<file path="config.mk">
export PLATFORM = sky130hd
export DESIGN_NAME = step_sequencer_pulse_scheduler_core_flat
export DESIGN_NICKNAME = d
export VERILOG_FILES = /design/src/sps_pkg.sv /design/src/sps_if.sv /design/src/sps_front.sv /design/src/sps_fifo.sv /design/src/sps_div.sv /design/src/sps_back.sv /design/src/step_sequencer_pulse_scheduler_core.sv /design/src/flat_wrapper.sv
export VERILOG_INCLUDE_DIRS = /design/src /design/src/src
export SDC_FILE = /design/constraint.sdc
export NUM_CORES = 2
export LEC_CHECK = 0
export BUFFER_PORTS_ARGS = -buffer_cell sky130_fd_sc_hd__buf_4
export CORE_ASPECT_RATIO = 1.4
export CORE_UTILIZATION = 55
export DETAILED_ROUTE_END_ITERATION = 12
export PLACE_DENSITY_LB_ADDON = 0.2
export SKIP_LAST_GASP = 1
export SLEW_MARGIN = 20
export SYNTH_ARGS = -nofsm -noshare
export SYNTH_HDL_FRONTEND = slang
export SYNTH_HIERARCHICAL = 1
export SYNTH_SLANG_ARGS = --single-unit
</file>
<file path="constraint.sdc">
create_clock -name clk -period 6.9 [get_ports clk]
set_input_delay 0.69 -clock clk [delete_from_list [all_inputs] [get_ports clk]]
set_output_delay 0.69 -clock clk [all_outputs]
set_load 0.01 [all_outputs]
</file>
<file path="src/step_sequencer_pulse_scheduler_core_macros.svh">
// Assertion macros for the step sequencer pulse scheduler
`ifndef STEP_SEQUENCER_PULSE_SCHEDULER_CORE_MACROS_SVH
`define STEP_SEQUENCER_PULSE_SCHEDULER_CORE_MACROS_SVH

// same-cycle implication, sampled on clk, off while rst_n is low
`define SPS_ASSERT_IMP(name, ante, cons, msg) \
    name: assert property (@(posedge clk) disable iff (!rst_n) (ante) |-> (cons)) \
        else $error(msg);

// next-cycle implication, sampled on clk, off while rst_n is low
`define SPS_ASSERT_NXT(name, ante, cons, msg) \
    name: assert property (@(posedge clk) disable iff (!rst_n) (ante) |=> (cons)) \
        else $error(msg);

`endif

</file>
<file path="src/sps_pkg.sv">
// Shared constants, types and codes for the step sequencer pulse scheduler
`default_nettype none

package sps_pkg;

    localparam int STEPS           = 16;
    localparam int PULSES_PER_STEP = 6;
    localparam int TRACKS          = 16;
    localparam int MAX_RESULTS     = 64;
    localparam int QDEPTH          = 2;

    localparam int STEP_W   = (STEPS > 1) ? $clog2(STEPS) : 1;
    localparam int PH_W     = (PULSES_PER_STEP > 1) ? $clog2(PULSES_PER_STEP) : 1;
    localparam int TRK_W    = (TRACKS > 1) ? $clog2(TRACKS) : 1;
    localparam int CNT_W    = $clog2(MAX_RESULTS + 1);
    localparam int QP_W     = (QDEPTH > 1) ? $clog2(QDEPTH) : 1;
    localparam int QC_W     = $clog2(QDEPTH + 1);
    localparam int DIV_BITS = 33;
    localparam int DIV_CW   = $clog2(DIV_BITS + 1);

    localparam logic [15:0] SPP_RESET = 16'd918;

    typedef enum logic [1:0] {
        OP_TOGGLE  = 2'd0,
        OP_ADVANCE = 2'd1,
        OP_STOP    = 2'd2
    } op_t;

    typedef enum logic [1:0] {
        CMD_TOGGLE,
        CMD_ADVANCE,
        CMD_STOP
    } cmd_kind_t;

    typedef struct packed {
        cmd_kind_t          kind;
        logic [TRK_W-1:0]   track;
        logic [STEP_W-1:0]  step;
        logic [31:0]        pos;
    } cmd_t;

    typedef enum logic [2:0] {
        B_IDLE,
        B_MOD,
        B_PREP,
        B_DIV,
        B_COUNT,
        B_EMIT
    } back_state_t;

    typedef struct packed {
        logic                start;
        logic [DIV_BITS-1:0] dividend;
        logic [15:0]         divisor;
    } div_req_t;

    typedef struct packed {
        logic busy;
        logic done;
    } div_stat_t;

    typedef struct packed {
        logic [31:0]       quotient;
        logic [15:0]       remainder;
        logic [STEP_W-1:0] n_step;
        logic [PH_W-1:0]   n_phase;
    } div_res_t;

endpackage

`default_nettype wire

</file>
<file path="src/sps_if.sv">
// Item channel interfaces for the step sequencer pulse scheduler
`default_nettype none

interface sps_in_if;
    logic        valid;
    logic        ready;
    logic [1:0]  operation;
    logic [3:0]  track_index;
    logic [3:0]  step_index;
    logic [31:0] transport_pos;

    modport source (output valid, output operation, output track_index,
                    output step_index, output transport_pos, input ready);
    modport sink   (input valid, input operation, input track_index,
                    input step_index, input transport_pos, output ready);
endinterface

interface sps_out_if;
    logic        valid;
    logic        ready;
    logic [31:0] event_sample;
    logic [15:0] track_mask;
    logic [3:0]  event_step;
    logic        overflow;
    logic        last;

    modport source (output valid, output event_sample, output track_mask,
                    output event_step, output overflow, output last, input ready);
    modport sink   (input valid, input event_sample, input track_mask,
                    input event_step, input overflow, input last, output ready);
endinterface

`default_nettype wire

</file>
<file path="src/sps_front.sv">
// Front end: accept input items, classify them and drop those that do nothing
`default_nettype none

module sps_front (
    sps_in_if.sink        in_ch,
    input  logic          q_full,
    output logic          q_push,
    output sps_pkg::cmd_t q_cmd
);
    import sps_pkg::*;

    logic keep;

    assign in_ch.ready = !q_full;

    always_comb
    begin
        keep        = 1'b0;
        q_cmd.kind  = CMD_ADVANCE;
        q_cmd.track = TRK_W'(in_ch.track_index);
        q_cmd.step  = STEP_W'(in_ch.step_index);
        q_cmd.pos   = in_ch.transport_pos;
        case (in_ch.operation)
            OP_TOGGLE:
            begin
                q_cmd.kind = CMD_TOGGLE;
                keep = (int'(in_ch.track_index) < TRACKS) && (int'(in_ch.step_index) < STEPS);
            end
            OP_ADVANCE:
            begin
                q_cmd.kind = CMD_ADVANCE;
                keep = 1'b1;
            end
            OP_STOP:
            begin
                q_cmd.kind = CMD_STOP;
                keep = 1'b1;
            end
            default:
            begin
                keep = 1'b0;
            end
        endcase
    end

    assign q_push = in_ch.valid && !q_full && keep;

endmodule

`default_nettype wire

</file>
<file path="src/sps_fifo.sv">
// Short command queue between the front end and the back end
`default_nettype none

module sps_fifo (
    input  logic          clk,
    input  logic          rst_n,
    input  logic          push,
    input  sps_pkg::cmd_t push_cmd,
    input  logic          pop,
    output sps_pkg::cmd_t head_cmd,
    output logic          full,
    output logic          empty
);
    import sps_pkg::*;

    cmd_t            mem_reg [QDEPTH];
    logic [QP_W-1:0] wptr_reg, wptr_next;
    logic [QP_W-1:0] rptr_reg, rptr_next;
    logic [QC_W-1:0] fill_reg, fill_next;

    assign full     = (fill_reg == QC_W'(QDEPTH));
    assign empty    = (fill_reg == '0);
    assign head_cmd = mem_reg[rptr_reg];

    always_comb
    begin
        wptr_next = wptr_reg;
        rptr_next = rptr_reg;
        fill_next = fill_reg;
        if (push)
        begin
            wptr_next = (wptr_reg == QP_W'(QDEPTH - 1)) ? '0 : wptr_reg + QP_W'(1);
        end
        if (pop)
        begin
            rptr_next = (rptr_reg == QP_W'(QDEPTH - 1)) ? '0 : rptr_reg + QP_W'(1);
        end
        if (push && !pop)
        begin
            fill_next = fill_reg + QC_W'(1);
        end
        else if (pop && !push)
        begin
            fill_next = fill_reg - QC_W'(1);
        end
    end

    always_ff @(posedge clk or negedge rst_n)
    begin
        if (!rst_n)
        begin
            wptr_reg <= '0;
            rptr_reg <= '0;
            fill_reg <= '0;
        end
        else
        begin
            wptr_reg <= wptr_next;
            rptr_reg <= rptr_next;
            fill_reg <= fill_next;
        end
    end

    always_ff @(posedge clk)
    begin
        if (push)
        begin
            mem_reg[wptr_reg] <= push_cmd;
        end
    end

endmodule

`default_nettype wire

</file>
<file path="src/sps_div.sv">
// Serial restoring divider, one quotient bit a cycle, with quotient folded mod the pulse cycle
`default_nettype none

module sps_div (
    input  logic               clk,
    input  logic               rst_n,
    input  sps_pkg::div_req_t  req,
    output sps_pkg::div_stat_t stat,
    output sps_pkg::div_res_t  res
);
    import sps_pkg::*;

    logic                busy_reg, busy_next;
    logic                done_reg, done_next;
    logic [DIV_CW-1:0]   cnt_reg, cnt_next;
    logic [DIV_BITS-1:0] quo_reg, quo_next;
    logic [15:0]         rem_reg, rem_next;
    logic [15:0]         dvs_reg, dvs_next;
    logic [STEP_W-1:0]   nstep_reg, nstep_next;
    logic [PH_W-1:0]     nphase_reg, nphase_next;

    logic [16:0]         trial;
    logic [16:0]         diff;
    logic                ge;
    logic [PH_W:0]       ph2;
    logic                carry;
    logic [STEP_W:0]     st2;

    always_comb
    begin
        busy_next   = busy_reg;
        done_next   = 1'b0;
        cnt_next    = cnt_reg;
        quo_next    = quo_reg;
        rem_next    = rem_reg;
        dvs_next    = dvs_reg;
        nstep_next  = nstep_reg;
        nphase_next = nphase_reg;

        trial = {rem_reg, quo_reg[DIV_BITS-1]};
        diff  = trial - {1'b0, dvs_reg};
        ge    = (trial >= {1'b0, dvs_reg});
        ph2   = {nphase_reg, ge};
        carry = (ph2 >= (PH_W + 1)'(PULSES_PER_STEP));
        if (carry)
        begin
            ph2 = ph2 - (PH_W + 1)'(PULSES_PER_STEP);
        end
        st2 = {nstep_reg, carry};
        if (st2 >= (STEP_W + 1)'(STEPS))
        begin
            st2 = st2 - (STEP_W + 1)'(STEPS);
        end

        if (req.start)
        begin
            busy_next   = 1'b1;
            cnt_next    = DIV_CW'(DIV_BITS);
            quo_next    = req.dividend;
            rem_next    = '0;
            dvs_next    = req.divisor;
            nstep_next  = '0;
            nphase_next = '0;
        end
        else if (busy_reg)
        begin
            rem_next    = ge ? diff[15:0] : trial[15:0];
            quo_next    = {quo_reg[DIV_BITS-2:0], ge};
            nphase_next = ph2[PH_W-1:0];
            nstep_next  = st2[STEP_W-1:0];
            cnt_next    = cnt_reg - DIV_CW'(1);
            if (cnt_reg == DIV_CW'(1))
            begin
                busy_next = 1'b0;
                done_next = 1'b1;
            end
        end
    end

    always_ff @(posedge clk or negedge rst_n)
    begin
        if (!rst_n)
        begin
            busy_reg <= 1'b0;
            done_reg <= 1'b0;
            cnt_reg  <= '0;
        end
        else
        begin
            busy_reg <= busy_next;
            done_reg <= done_next;
            cnt_reg  <= cnt_next;
        end
    end

    always_ff @(posedge clk)
    begin
        quo_reg    <= quo_next;
        rem_reg    <= rem_next;
        dvs_reg    <= dvs_next;
        nstep_reg  <= nstep_next;
        nphase_reg <= nphase_next;
    end

    assign stat.busy     = busy_reg;
    assign stat.done     = done_reg;
    assign res.quotient  = quo_reg[31:0];
    assign res.remainder = rem_reg;
    assign res.n_step    = nstep_reg;
    assign res.n_phase   = nphase_reg;

endmodule

`default_nettype wire

</file>
<file path="src/sps_back.sv">
// Back end: pattern, transport state, boundary walk and the result register
`default_nettype none

module sps_back (
    input  logic               clk,
    input  logic               rst_n,
    input  logic               cfg_we,
    input  logic [15:0]        cfg_wdata,
    input  sps_pkg::cmd_t      q_cmd,
    input  logic               q_empty,
    output logic               q_pop,
    output sps_pkg::div_req_t  div_req,
    input  sps_pkg::div_stat_t div_stat,
    input  sps_pkg::div_res_t  div_res,
    sps_out_if.source          out_ch
);
    import sps_pkg::*;

    back_state_t       state_reg, state_next;
    logic [15:0]       spp_reg, spp_next;
    logic [TRACKS-1:0] pattern_reg [STEPS];
    logic [TRACKS-1:0] pattern_next [STEPS];
    logic [31:0]       pos_reg, pos_next;
    logic [STEP_W-1:0] pc_step_reg, pc_step_next;
    logic [PH_W-1:0]   pc_phase_reg, pc_phase_next;

    logic [31:0]       newpos_reg, newpos_next;
    logic [32:0]       start_reg, start_next;
    logic [31:0]       n_reg, n_next;
    logic [31:0]       stride_reg, stride_next;
    logic [32:0]       k_reg, k_next;
    logic [31:0]       sample_reg, sample_next;
    logic [STEP_W-1:0] wstep_reg, wstep_next;
    logic [PH_W-1:0]   init_k_reg, init_k_next;
    logic [31:0]       init_sample_reg, init_sample_next;
    logic [STEP_W-1:0] init_step_reg, init_step_next;
    logic [CNT_W-1:0]  cnt_reg, cnt_next;
    logic [CNT_W-1:0]  emit_reg, emit_next;
    logic              ovf_reg, ovf_next;

    logic              ov_reg, ov_next;
    logic [31:0]       o_sample_reg, o_sample_next;
    logic [15:0]       o_mask_reg, o_mask_next;
    logic [3:0]        o_step_reg, o_step_next;
    logic              o_ovf_reg, o_ovf_next;
    logic              o_last_reg, o_last_next;

    logic [15:0]       spp_eff;
    logic [TRACKS-1:0] mask_cur;
    logic              fire;
    logic              pat_any;
    logic              out_free;
    logic [PH_W-1:0]   k0;
    logic [STEP_W-1:0] step0;
    logic [PH_W:0]     ph_sum;
    logic              ph_carry;
    logic [STEP_W:0]   st_sum;

    function automatic logic [STEP_W-1:0] step_inc(input logic [STEP_W-1:0] s);
        step_inc = (s == STEP_W'(STEPS - 1)) ? '0 : s + STEP_W'(1);
    endfunction

    assign spp_eff  = (spp_reg == '0) ? 16'd1 : spp_reg;
    assign mask_cur = pattern_reg[wstep_reg];
    assign fire     = |mask_cur;
    assign out_free = !ov_reg || out_ch.ready;

    always_comb
    begin
        pat_any = 1'b0;
        for (int i = 0; i < STEPS; i++)
        begin
            pat_any = pat_any | (|pattern_reg[i]);
        end
    end

    always_comb
    begin
        k0    = (pc_phase_reg == '0) ? '0 : PH_W'(PULSES_PER_STEP) - pc_phase_reg;
        step0 = (pc_phase_reg == '0) ? pc_step_reg : step_inc(pc_step_reg);

        ph_sum   = (PH_W + 1)'(pc_phase_reg) + (PH_W + 1)'(div_res.n_phase);
        ph_carry = (ph_sum >= (PH_W + 1)'(PULSES_PER_STEP));
        if (ph_carry)
        begin
            ph_sum = ph_sum - (PH_W + 1)'(PULSES_PER_STEP);
        end
        st_sum = (STEP_W + 1)'(pc_step_reg) + (STEP_W + 1)'(div_res.n_step)
                 + (STEP_W + 1)'(ph_carry);
        if (st_sum >= (STEP_W + 1)'(STEPS))
        begin
            st_sum = st_sum - (STEP_W + 1)'(STEPS);
        end
    end

    always_comb
    begin
        state_next       = state_reg;
        spp_next         = cfg_we ? cfg_wdata : spp_reg;
        pattern_next     = pattern_reg;
        pos_next         = pos_reg;
        pc_step_next     = pc_step_reg;
        pc_phase_next    = pc_phase_reg;
        newpos_next      = newpos_reg;
        start_next       = start_reg;
        n_next           = n_reg;
        stride_next      = stride_reg;
        k_next           = k_reg;
        sample_next      = sample_reg;
        wstep_next       = wstep_reg;
        init_k_next      = init_k_reg;
        init_sample_next = init_sample_reg;
        init_step_next   = init_step_reg;
        cnt_next         = cnt_reg;
        emit_next        = emit_reg;
        ovf_next         = ovf_reg;
        ov_next          = ov_reg && !out_ch.ready;
        o_sample_next    = o_sample_reg;
        o_mask_next      = o_mask_reg;
        o_step_next      = o_step_reg;
        o_ovf_next       = o_ovf_reg;
        o_last_next      = o_last_reg;
        q_pop            = 1'b0;
        div_req.start    = 1'b0;
        div_req.dividend = {1'b0, pos_reg};
        div_req.divisor  = spp_eff;

        case (state_reg)
            B_IDLE:
            begin
                if (!q_empty)
                begin
                    q_pop = 1'b1;
                    case (q_cmd.kind)
                        CMD_TOGGLE:
                        begin
                            for (int i = 0; i < STEPS; i++)
                            begin
                                if (STEP_W'(i) == q_cmd.step)
                                begin
                                    pattern_next[i] = pattern_reg[i]
                                                      ^ (TRACKS'(1) << q_cmd.track);
                                end
                            end
                        end
                        CMD_STOP:
                        begin
                            pos_next      = '0;
                            pc_step_next  = '0;
                            pc_phase_next = '0;
                        end
                        CMD_ADVANCE:
                        begin
                            newpos_next   = q_cmd.pos;
                            div_req.start = 1'b1;
                            state_next    = B_MOD;
                        end
                        default:
                        begin
                            state_next = B_IDLE;
                        end
                    endcase
                end
            end
            B_MOD:
            begin
                if (div_stat.done)
                begin
                    start_next = (div_res.remainder == '0) ? {1'b0, pos_reg}
                                 : {1'b0, pos_reg} + 33'(spp_eff) - 33'(div_res.remainder);
                    state_next = B_PREP;
                end
            end
            B_PREP:
            begin
                pos_next    = newpos_reg;
                stride_next = 32'(spp_eff) * 32'(PULSES_PER_STEP);
                if ({1'b0, newpos_reg} > start_reg)
                begin
                    div_req.start    = 1'b1;
                    div_req.dividend = {1'b0, newpos_reg} - start_reg + 33'(spp_eff) - 33'd1;
                    state_next       = B_DIV;
                end
                else
                begin
                    state_next = B_IDLE;
                end
            end
            B_DIV:
            begin
                if (div_stat.done)
                begin
                    n_next           = div_res.quotient;
                    init_k_next      = k0;
                    init_step_next   = step0;
                    init_sample_next = start_reg[31:0] + 32'(32'(k0) * 32'(spp_eff));
                    k_next           = 33'(k0);
                    wstep_next       = step0;
                    sample_next      = start_reg[31:0] + 32'(32'(k0) * 32'(spp_eff));
                    cnt_next         = '0;
                    emit_next        = '0;
                    ovf_next         = 1'b0;
                    pc_phase_next    = ph_sum[PH_W-1:0];
                    pc_step_next     = st_sum[STEP_W-1:0];
                    state_next       = B_COUNT;
                end
            end
            B_COUNT:
            begin
                if ((k_reg >= {1'b0, n_reg}) || !pat_any)
                begin
                    k_next      = 33'(init_k_reg);
                    sample_next = init_sample_reg;
                    wstep_next  = init_step_reg;
                    state_next  = (cnt_reg != '0) ? B_EMIT : B_IDLE;
                end
                else
                begin
                    k_next      = k_reg + 33'(PULSES_PER_STEP);
                    sample_next = sample_reg + stride_reg;
                    wstep_next  = step_inc(wstep_reg);
                    if (fire)
                    begin
                        if (cnt_reg == CNT_W'(MAX_RESULTS))
                        begin
                            ovf_next    = 1'b1;
                            k_next      = 33'(init_k_reg);
                            sample_next = init_sample_reg;
                            wstep_next  = init_step_reg;
                            state_next  = B_EMIT;
                        end
                        else
                        begin
                            cnt_next = cnt_reg + CNT_W'(1);
                        end
                    end
                end
            end
            B_EMIT:
            begin
                if (!fire || out_free)
                begin
                    k_next      = k_reg + 33'(PULSES_PER_STEP);
                    sample_next = sample_reg + stride_reg;
                    wstep_next  = step_inc(wstep_reg);
                end
                if (fire && out_free)
                begin
                    ov_next       = 1'b1;
                    o_sample_next = sample_reg;
                    o_mask_next   = 16'(mask_cur);
                    o_step_next   = 4'(wstep_reg);
                    o_ovf_next    = ovf_reg;
                    o_last_next   = ((emit_reg + CNT_W'(1)) == cnt_reg);
                    emit_next     = emit_reg + CNT_W'(1);
                    if ((emit_reg + CNT_W'(1)) == cnt_reg)
                    begin
                        state_next = B_IDLE;
                    end
                end
            end
            default:
            begin
                state_next = B_IDLE;
            end
        endcase
    end

    always_ff @(posedge clk or negedge rst_n)
    begin
        if (!rst_n)
        begin
            state_reg    <= B_IDLE;
            spp_reg      <= SPP_RESET;
            pos_reg      <= '0;
            pc_step_reg  <= '0;
            pc_phase_reg <= '0;
            ov_reg       <= 1'b0;
            for (int i = 0; i < STEPS; i++)
            begin
                pattern_reg[i] <= '0;
            end
        end
        else
        begin
            state_reg    <= state_next;
            spp_reg      <= spp_next;
            pos_reg      <= pos_next;
            pc_step_reg  <= pc_step_next;
            pc_phase_reg <= pc_phase_next;
            ov_reg       <= ov_next;
            pattern_reg  <= pattern_next;
        end
    end

    always_ff @(posedge clk)
    begin
        newpos_reg      <= newpos_next;
        start_reg       <= start_next;
        n_reg           <= n_next;
        stride_reg      <= stride_next;
        k_reg           <= k_next;
        sample_reg      <= sample_next;
        wstep_reg       <= wstep_next;
        init_k_reg      <= init_k_next;
        init_sample_reg <= init_sample_next;
        init_step_reg   <= init_step_next;
        cnt_reg         <= cnt_next;
        emit_reg        <= emit_next;
        ovf_reg         <= ovf_next;
        o_sample_reg    <= o_sample_next;
        o_mask_reg      <= o_mask_next;
        o_step_reg      <= o_step_next;
        o_ovf_reg       <= o_ovf_next;
        o_last_reg      <= o_last_next;
    end

    assign out_ch.valid        = ov_reg;
    assign out_ch.event_sample = o_sample_reg;
    assign out_ch.track_mask   = o_mask_reg;
    assign out_ch.event_step   = o_step_reg;
    assign out_ch.overflow     = o_ovf_reg;
    assign out_ch.last         = o_last_reg;

endmodule

`default_nettype wire

</file>
<file path="src/step_sequencer_pulse_scheduler_core.sv">
// Toggle and stop are applied in the back end's idle state; an advance runs a 33-bit serial
// division, a second one if the new position passes the next pulse, and two walks of the step
// boundaries crossed, one a cycle: a counting pass, and an emitting pass held by output stalls.
// Throughput: one item at a time in the back end; a two-entry queue keeps input open meanwhile.
// Reset: pattern all off, transport and pulse counter zero, samples_per_pulse 918.
`default_nettype none
`include "step_sequencer_pulse_scheduler_core_macros.svh"

module step_sequencer_pulse_scheduler_core (
    input  logic        clk,
    input  logic        rst_n,
    input  logic        cfg_we,
    input  logic [15:0] cfg_wdata,
    sps_in_if.sink      in_ch,
    sps_out_if.source   out_ch
);
    import sps_pkg::*;

    logic      q_push;
    logic      q_pop;
    logic      q_full;
    logic      q_empty;
    cmd_t      push_cmd;
    cmd_t      head_cmd;
    div_req_t  div_req;
    div_stat_t div_stat;
    div_res_t  div_res;

    sps_front u_front (
        .in_ch  (in_ch),
        .q_full (q_full),
        .q_push (q_push),
        .q_cmd  (push_cmd)
    );

    sps_fifo u_fifo (
        .clk      (clk),
        .rst_n    (rst_n),
        .push     (q_push),
        .push_cmd (push_cmd),
        .pop      (q_pop),
        .head_cmd (head_cmd),
        .full     (q_full),
        .empty    (q_empty)
    );

    sps_div u_div (
        .clk   (clk),
        .rst_n (rst_n),
        .req   (div_req),
        .stat  (div_stat),
        .res   (div_res)
    );

    sps_back u_back (
        .clk       (clk),
        .rst_n     (rst_n),
        .cfg_we    (cfg_we),
        .cfg_wdata (cfg_wdata),
        .q_cmd     (head_cmd),
        .q_empty   (q_empty),
        .q_pop     (q_pop),
        .div_req   (div_req),
        .div_stat  (div_stat),
        .div_res   (div_res),
        .out_ch    (out_ch)
    );

    `SPS_ASSERT_IMP(a_push_room, q_push, !q_full, "item pushed into a full queue")
    `SPS_ASSERT_IMP(a_pop_avail, q_pop, !q_empty, "item popped from an empty queue")
    `SPS_ASSERT_IMP(a_div_idle, div_req.start, !div_stat.busy, "divider restarted while busy")
    `SPS_ASSERT_NXT(a_div_done, div_stat.done, !div_stat.busy && !div_stat.done, "done repeated")

endmodule

`default_nettype wire
</file>
<file path="src/flat_wrapper.sv">
// flat-port wrapper written by rule: the top's interface ports become plain ports
module step_sequencer_pulse_scheduler_core_flat import sps_pkg::*;
  (clk, rst_n, cfg_we, cfg_wdata, in_ch_valid, in_ch_operation, in_ch_track_index, in_ch_step_index, in_ch_transport_pos, in_ch_ready, out_ch_valid, out_ch_event_sample, out_ch_track_mask, out_ch_event_step, out_ch_overflow, out_ch_last, out_ch_ready);
  sps_in_if in_ch_i ();
  sps_out_if out_ch_i ();
  input  logic clk;
  input  logic rst_n;
  input  logic cfg_we;
  input  logic [15:0] cfg_wdata;
  input wire logic [$bits(in_ch_i.valid)-1:0] in_ch_valid;
  input wire logic [$bits(in_ch_i.operation)-1:0] in_ch_operation;
  input wire logic [$bits(in_ch_i.track_index)-1:0] in_ch_track_index;
  input wire logic [$bits(in_ch_i.step_index)-1:0] in_ch_step_index;
  input wire logic [$bits(in_ch_i.transport_pos)-1:0] in_ch_transport_pos;
  output wire logic [$bits(in_ch_i.ready)-1:0] in_ch_ready;
  output wire logic [$bits(out_ch_i.valid)-1:0] out_ch_valid;
  output wire logic [$bits(out_ch_i.event_sample)-1:0] out_ch_event_sample;
  output wire logic [$bits(out_ch_i.track_mask)-1:0] out_ch_track_mask;
  output wire logic [$bits(out_ch_i.event_step)-1:0] out_ch_event_step;
  output wire logic [$bits(out_ch_i.overflow)-1:0] out_ch_overflow;
  output wire logic [$bits(out_ch_i.last)-1:0] out_ch_last;
  input wire logic [$bits(out_ch_i.ready)-1:0] out_ch_ready;
  assign in_ch_i.valid = in_ch_valid;
  assign in_ch_i.operation = in_ch_operation;
  assign in_ch_i.track_index = in_ch_track_index;
  assign in_ch_i.step_index = in_ch_step_index;
  assign in_ch_i.transport_pos = in_ch_transport_pos;
  assign in_ch_ready = in_ch_i.ready;
  assign out_ch_valid = out_ch_i.valid;
  assign out_ch_event_sample = out_ch_i.event_sample;
  assign out_ch_track_mask = out_ch_i.track_mask;
  assign out_ch_event_step = out_ch_i.event_step;
  assign out_ch_overflow = out_ch_i.overflow;
  assign out_ch_last = out_ch_i.last;
  assign out_ch_i.ready = out_ch_ready;
  step_sequencer_pulse_scheduler_core u_core (.clk(clk), .rst_n(rst_n), .cfg_we(cfg_we), .cfg_wdata(cfg_wdata), .in_ch(in_ch_i), .out_ch(out_ch_i));
endmodule
</file>
==> key figures <==
Run status
  • Outcome: finished, final reports clean

Power
  • Peak VDD IR: 0.000360 V
  • Power per cell area: 428 nW/um2
  • Total Power: 0.0207 W
  • Leakage power: 21.6 nW

Global route
  • Met1 Use GR: 32.9%
  • Met2 Use GR: 51.4%
  • Initial antenna violation count: 1
  • GR Util met3: 3.47%
  • Global-route wire length before repair: 179000 um
  • Grt peak-use layer: met2
  • Vias in the first global route: 30700
  • Largest net degree at the start of global routing: 147
  • GRT Util Overall: 28.8%
  • Total gr overflow: 0

Route
  • DRC: 0
  • Avg Vias per Cell: 5.87
  • Routed vias: 30100
  • Detailed Route Iter0 Violations: 2294
  • Wirelength per Cell: 22.8 um
  • Final ANT Viol Nets: 0
  • First drt pass iteration count: 8
  • DRT Wirelength: 117000 um

Critical path
  • Crit path kind: flip-flop to flip-flop
  • CP Capture Type: flip-flop
  • CP Launch Type: flip-flop
  • WP data required: 7.29 ns
  • CP max FO: 7
  • Critical path arrival: 6.72 ns

Timing
  • Setup tns final: 0 ns
  • Clock Skews: 0.0208 ns
  • Setup violators final: 0
  • Post-route clock period utilization: 91.8%
  • Fin crit period: 6.33 ns
  • Worst slew pin tran: 1.23 ns
  • RSZ-0062 raised after global routing: no
  • Relative slew margins: 17.5%
  • Hold Fails Final Rpt: 0
  • Achievable Freq: 0.158 GHz
  • Slew Viols, Final: 0

Die
  • Initial Utilization: 55.7%
  • # rows: 122
  • Number of placed I/O pins: 119
  • Die span in x: 242 um
  • Die area: 81500 um2
  • CORE AREA: 79400 um2
  • Die height: 337 um

Synth
  • Post-Synthesis Cell Area: 44200 um2
  • Syn_nets: 4325
  • Syn avg cell area: 11.2 um2
  • Synth warn: 6
  • Synth Instances: 3963

Final layout
  • Number of flip-flops in the largest register: 256
  • Post-Route Utilization: 61.0%
  • Fin nets: 4370
  • Area growth syn-to-layout: 9.61%
  • Antenna cell count: 0
  • Filler instances: 6489
  • Share of cells above drive strength 1: 11.8%

Clock network
  • # hold bufs at CTS: 0
  • Clock insertion delay at the later pin of the skew report: 0.66 ns
  • Clock Pin Slew Worst Setup and Hold Paths: 0.06 ns
  • CTS H-Tree Depth: 3
  • # Post-CTS Setup Buffers: 0
  • Num CTS Buffers: 80
  • CTS tree: yes
  • # resized after CTS: 0
  • CTS sink cnt: 775
  • CTS Root Cell: clkbuf_16
  • Max clock buf depth: 3

Placement
  • Port bufs: 118
  • Hpwl dp: 84600 um
  • Global placement routability congestion: 0.936

Run
  • Max Cap Viol: 0

Hold path
  • Hold WC Path Type: input port to async pin
per-layer routing:
metal / vias up / wire length [um]
li1: 13900 / -
met4: 0 / 7500
met3: 322 / 5290
met2: 917 / 59200
met1: 14900 / 44800
met5: - / 0
power breakdown:
part / switching (W) / leakage, nW / internal, W / total [W]
registers: 0.00106 / 8.61 / 0.00646 / 0.00752
logic: 0.00515 / 11.7 / 0.00359 / 0.00873
clock network: 0.00191 / 1.31 / 0.00258 / 0.00449
total: 0.00811 / 21.6 / 0.0126 / 0.0207
cells in the final DEF, fill, tap and decap left out, types with 42 or more instances in the layout:
cell type and count:
nand2_1 261, a21oi_1 146, nand4_1 47, nor3_1 42
a21o_1 63, dfrtp_1 320, ha_1 222, edfxtp_1 425
inv_1 348, o21ai_1 57, o21ai_0 71, xnor2_1 183
xor2_1 260, nor4_1 87, nand3_1 63, mux4_2 68
clkbuf_16 84, buf_4 162, nor2_1 417, fa_1 77
final cells by class:
| cell class | instances | area (um2) | area share, % |
|---|---|---|---|
| repair buffers | 167 | 1310 | 2.71 |
| inverters | 353 | 1330 | 2.73 |
| clock inverters | 39 | 445 | 0.919 |
| multi-input cells | 2631 | 20400 | 42.1 |
| flip-flops and latches | 775 | 21400 | 44.2 |
| well taps | 1054 | 1320 | 2.72 |
| clock buffers | 110 | 2260 | 4.66 |
per-stage QoR:
step	std cells	hold slack [ns]	worst slack, ns	cell area (um2)
floorplan	3963	0.394	0.474	44200
global placement	4980	0.425	0.824	45700
detailed placement	4980	0.434	0.649	45700
CTS	5129	0.107	0.609	48400
global route	5129	0.139	0.161	48500
finish	5129	0.0393	0.568	48500
critical path, stage by stage (launching register included):
cell and delay [ns]:
dfstp_2 0.56, inv_1 0.06, ha_1 0.18, and4_1 0.18
nand4_1 0.10, or3_1 0.23, nor2b_1 0.55, inv_2 0.09
nand2_1 0.12, fa_1 0.41, inv_1 0.09, fa_1 0.46
fa_1 0.47, a21oi_1 0.14, nor2_1 0.07, a311o_1 0.40
o311a_1 0.33, o21ai_1 0.19, a21oi_1 0.13, a31oi_1 0.66
nor4_1 0.16, xnor2_1 0.20, a221o_1 0.31
worst paths after layout:
| kind | from | to | slack [ns] | cells past startpoint |
|---|---|---|---|---|
| worst max-delay path | u_core/u_back/spp_reg[8]$_DFFE_PN1P_ | u_core/u_back/sample_reg[31]$_DFFE_PP_ | 0.57 | 22 |
| worst min-delay path | rst_n | u_core/u_back/pattern_reg[35]$_DFFE_PN0P_ | 0.04 | 1 |
| worst max register to register | u_core/u_back/spp_reg[8]$_DFFE_PN1P_ | u_core/u_back/sample_reg[31]$_DFFE_PP_ | 0.57 | 22 |
| worst min register to register | u_core/u_div/quo_reg[3]$_DFFE_PP_ | u_core/u_back/n_reg[3]$_DFFE_PP_ | 0.45 | 0 |
| max in group asynchronous | rst_n | u_core/u_back/spp_reg[12]$_DFFE_PN0P_ | 5.38 | 2 |
| min in group clk | in_ch_transport_pos[7] | u_core/u_fifo/mem_reg[0][7]$_DFFE_PP_ | 0.22 | 1 |
No activity file was read; power rests on OpenSTA's default activity.
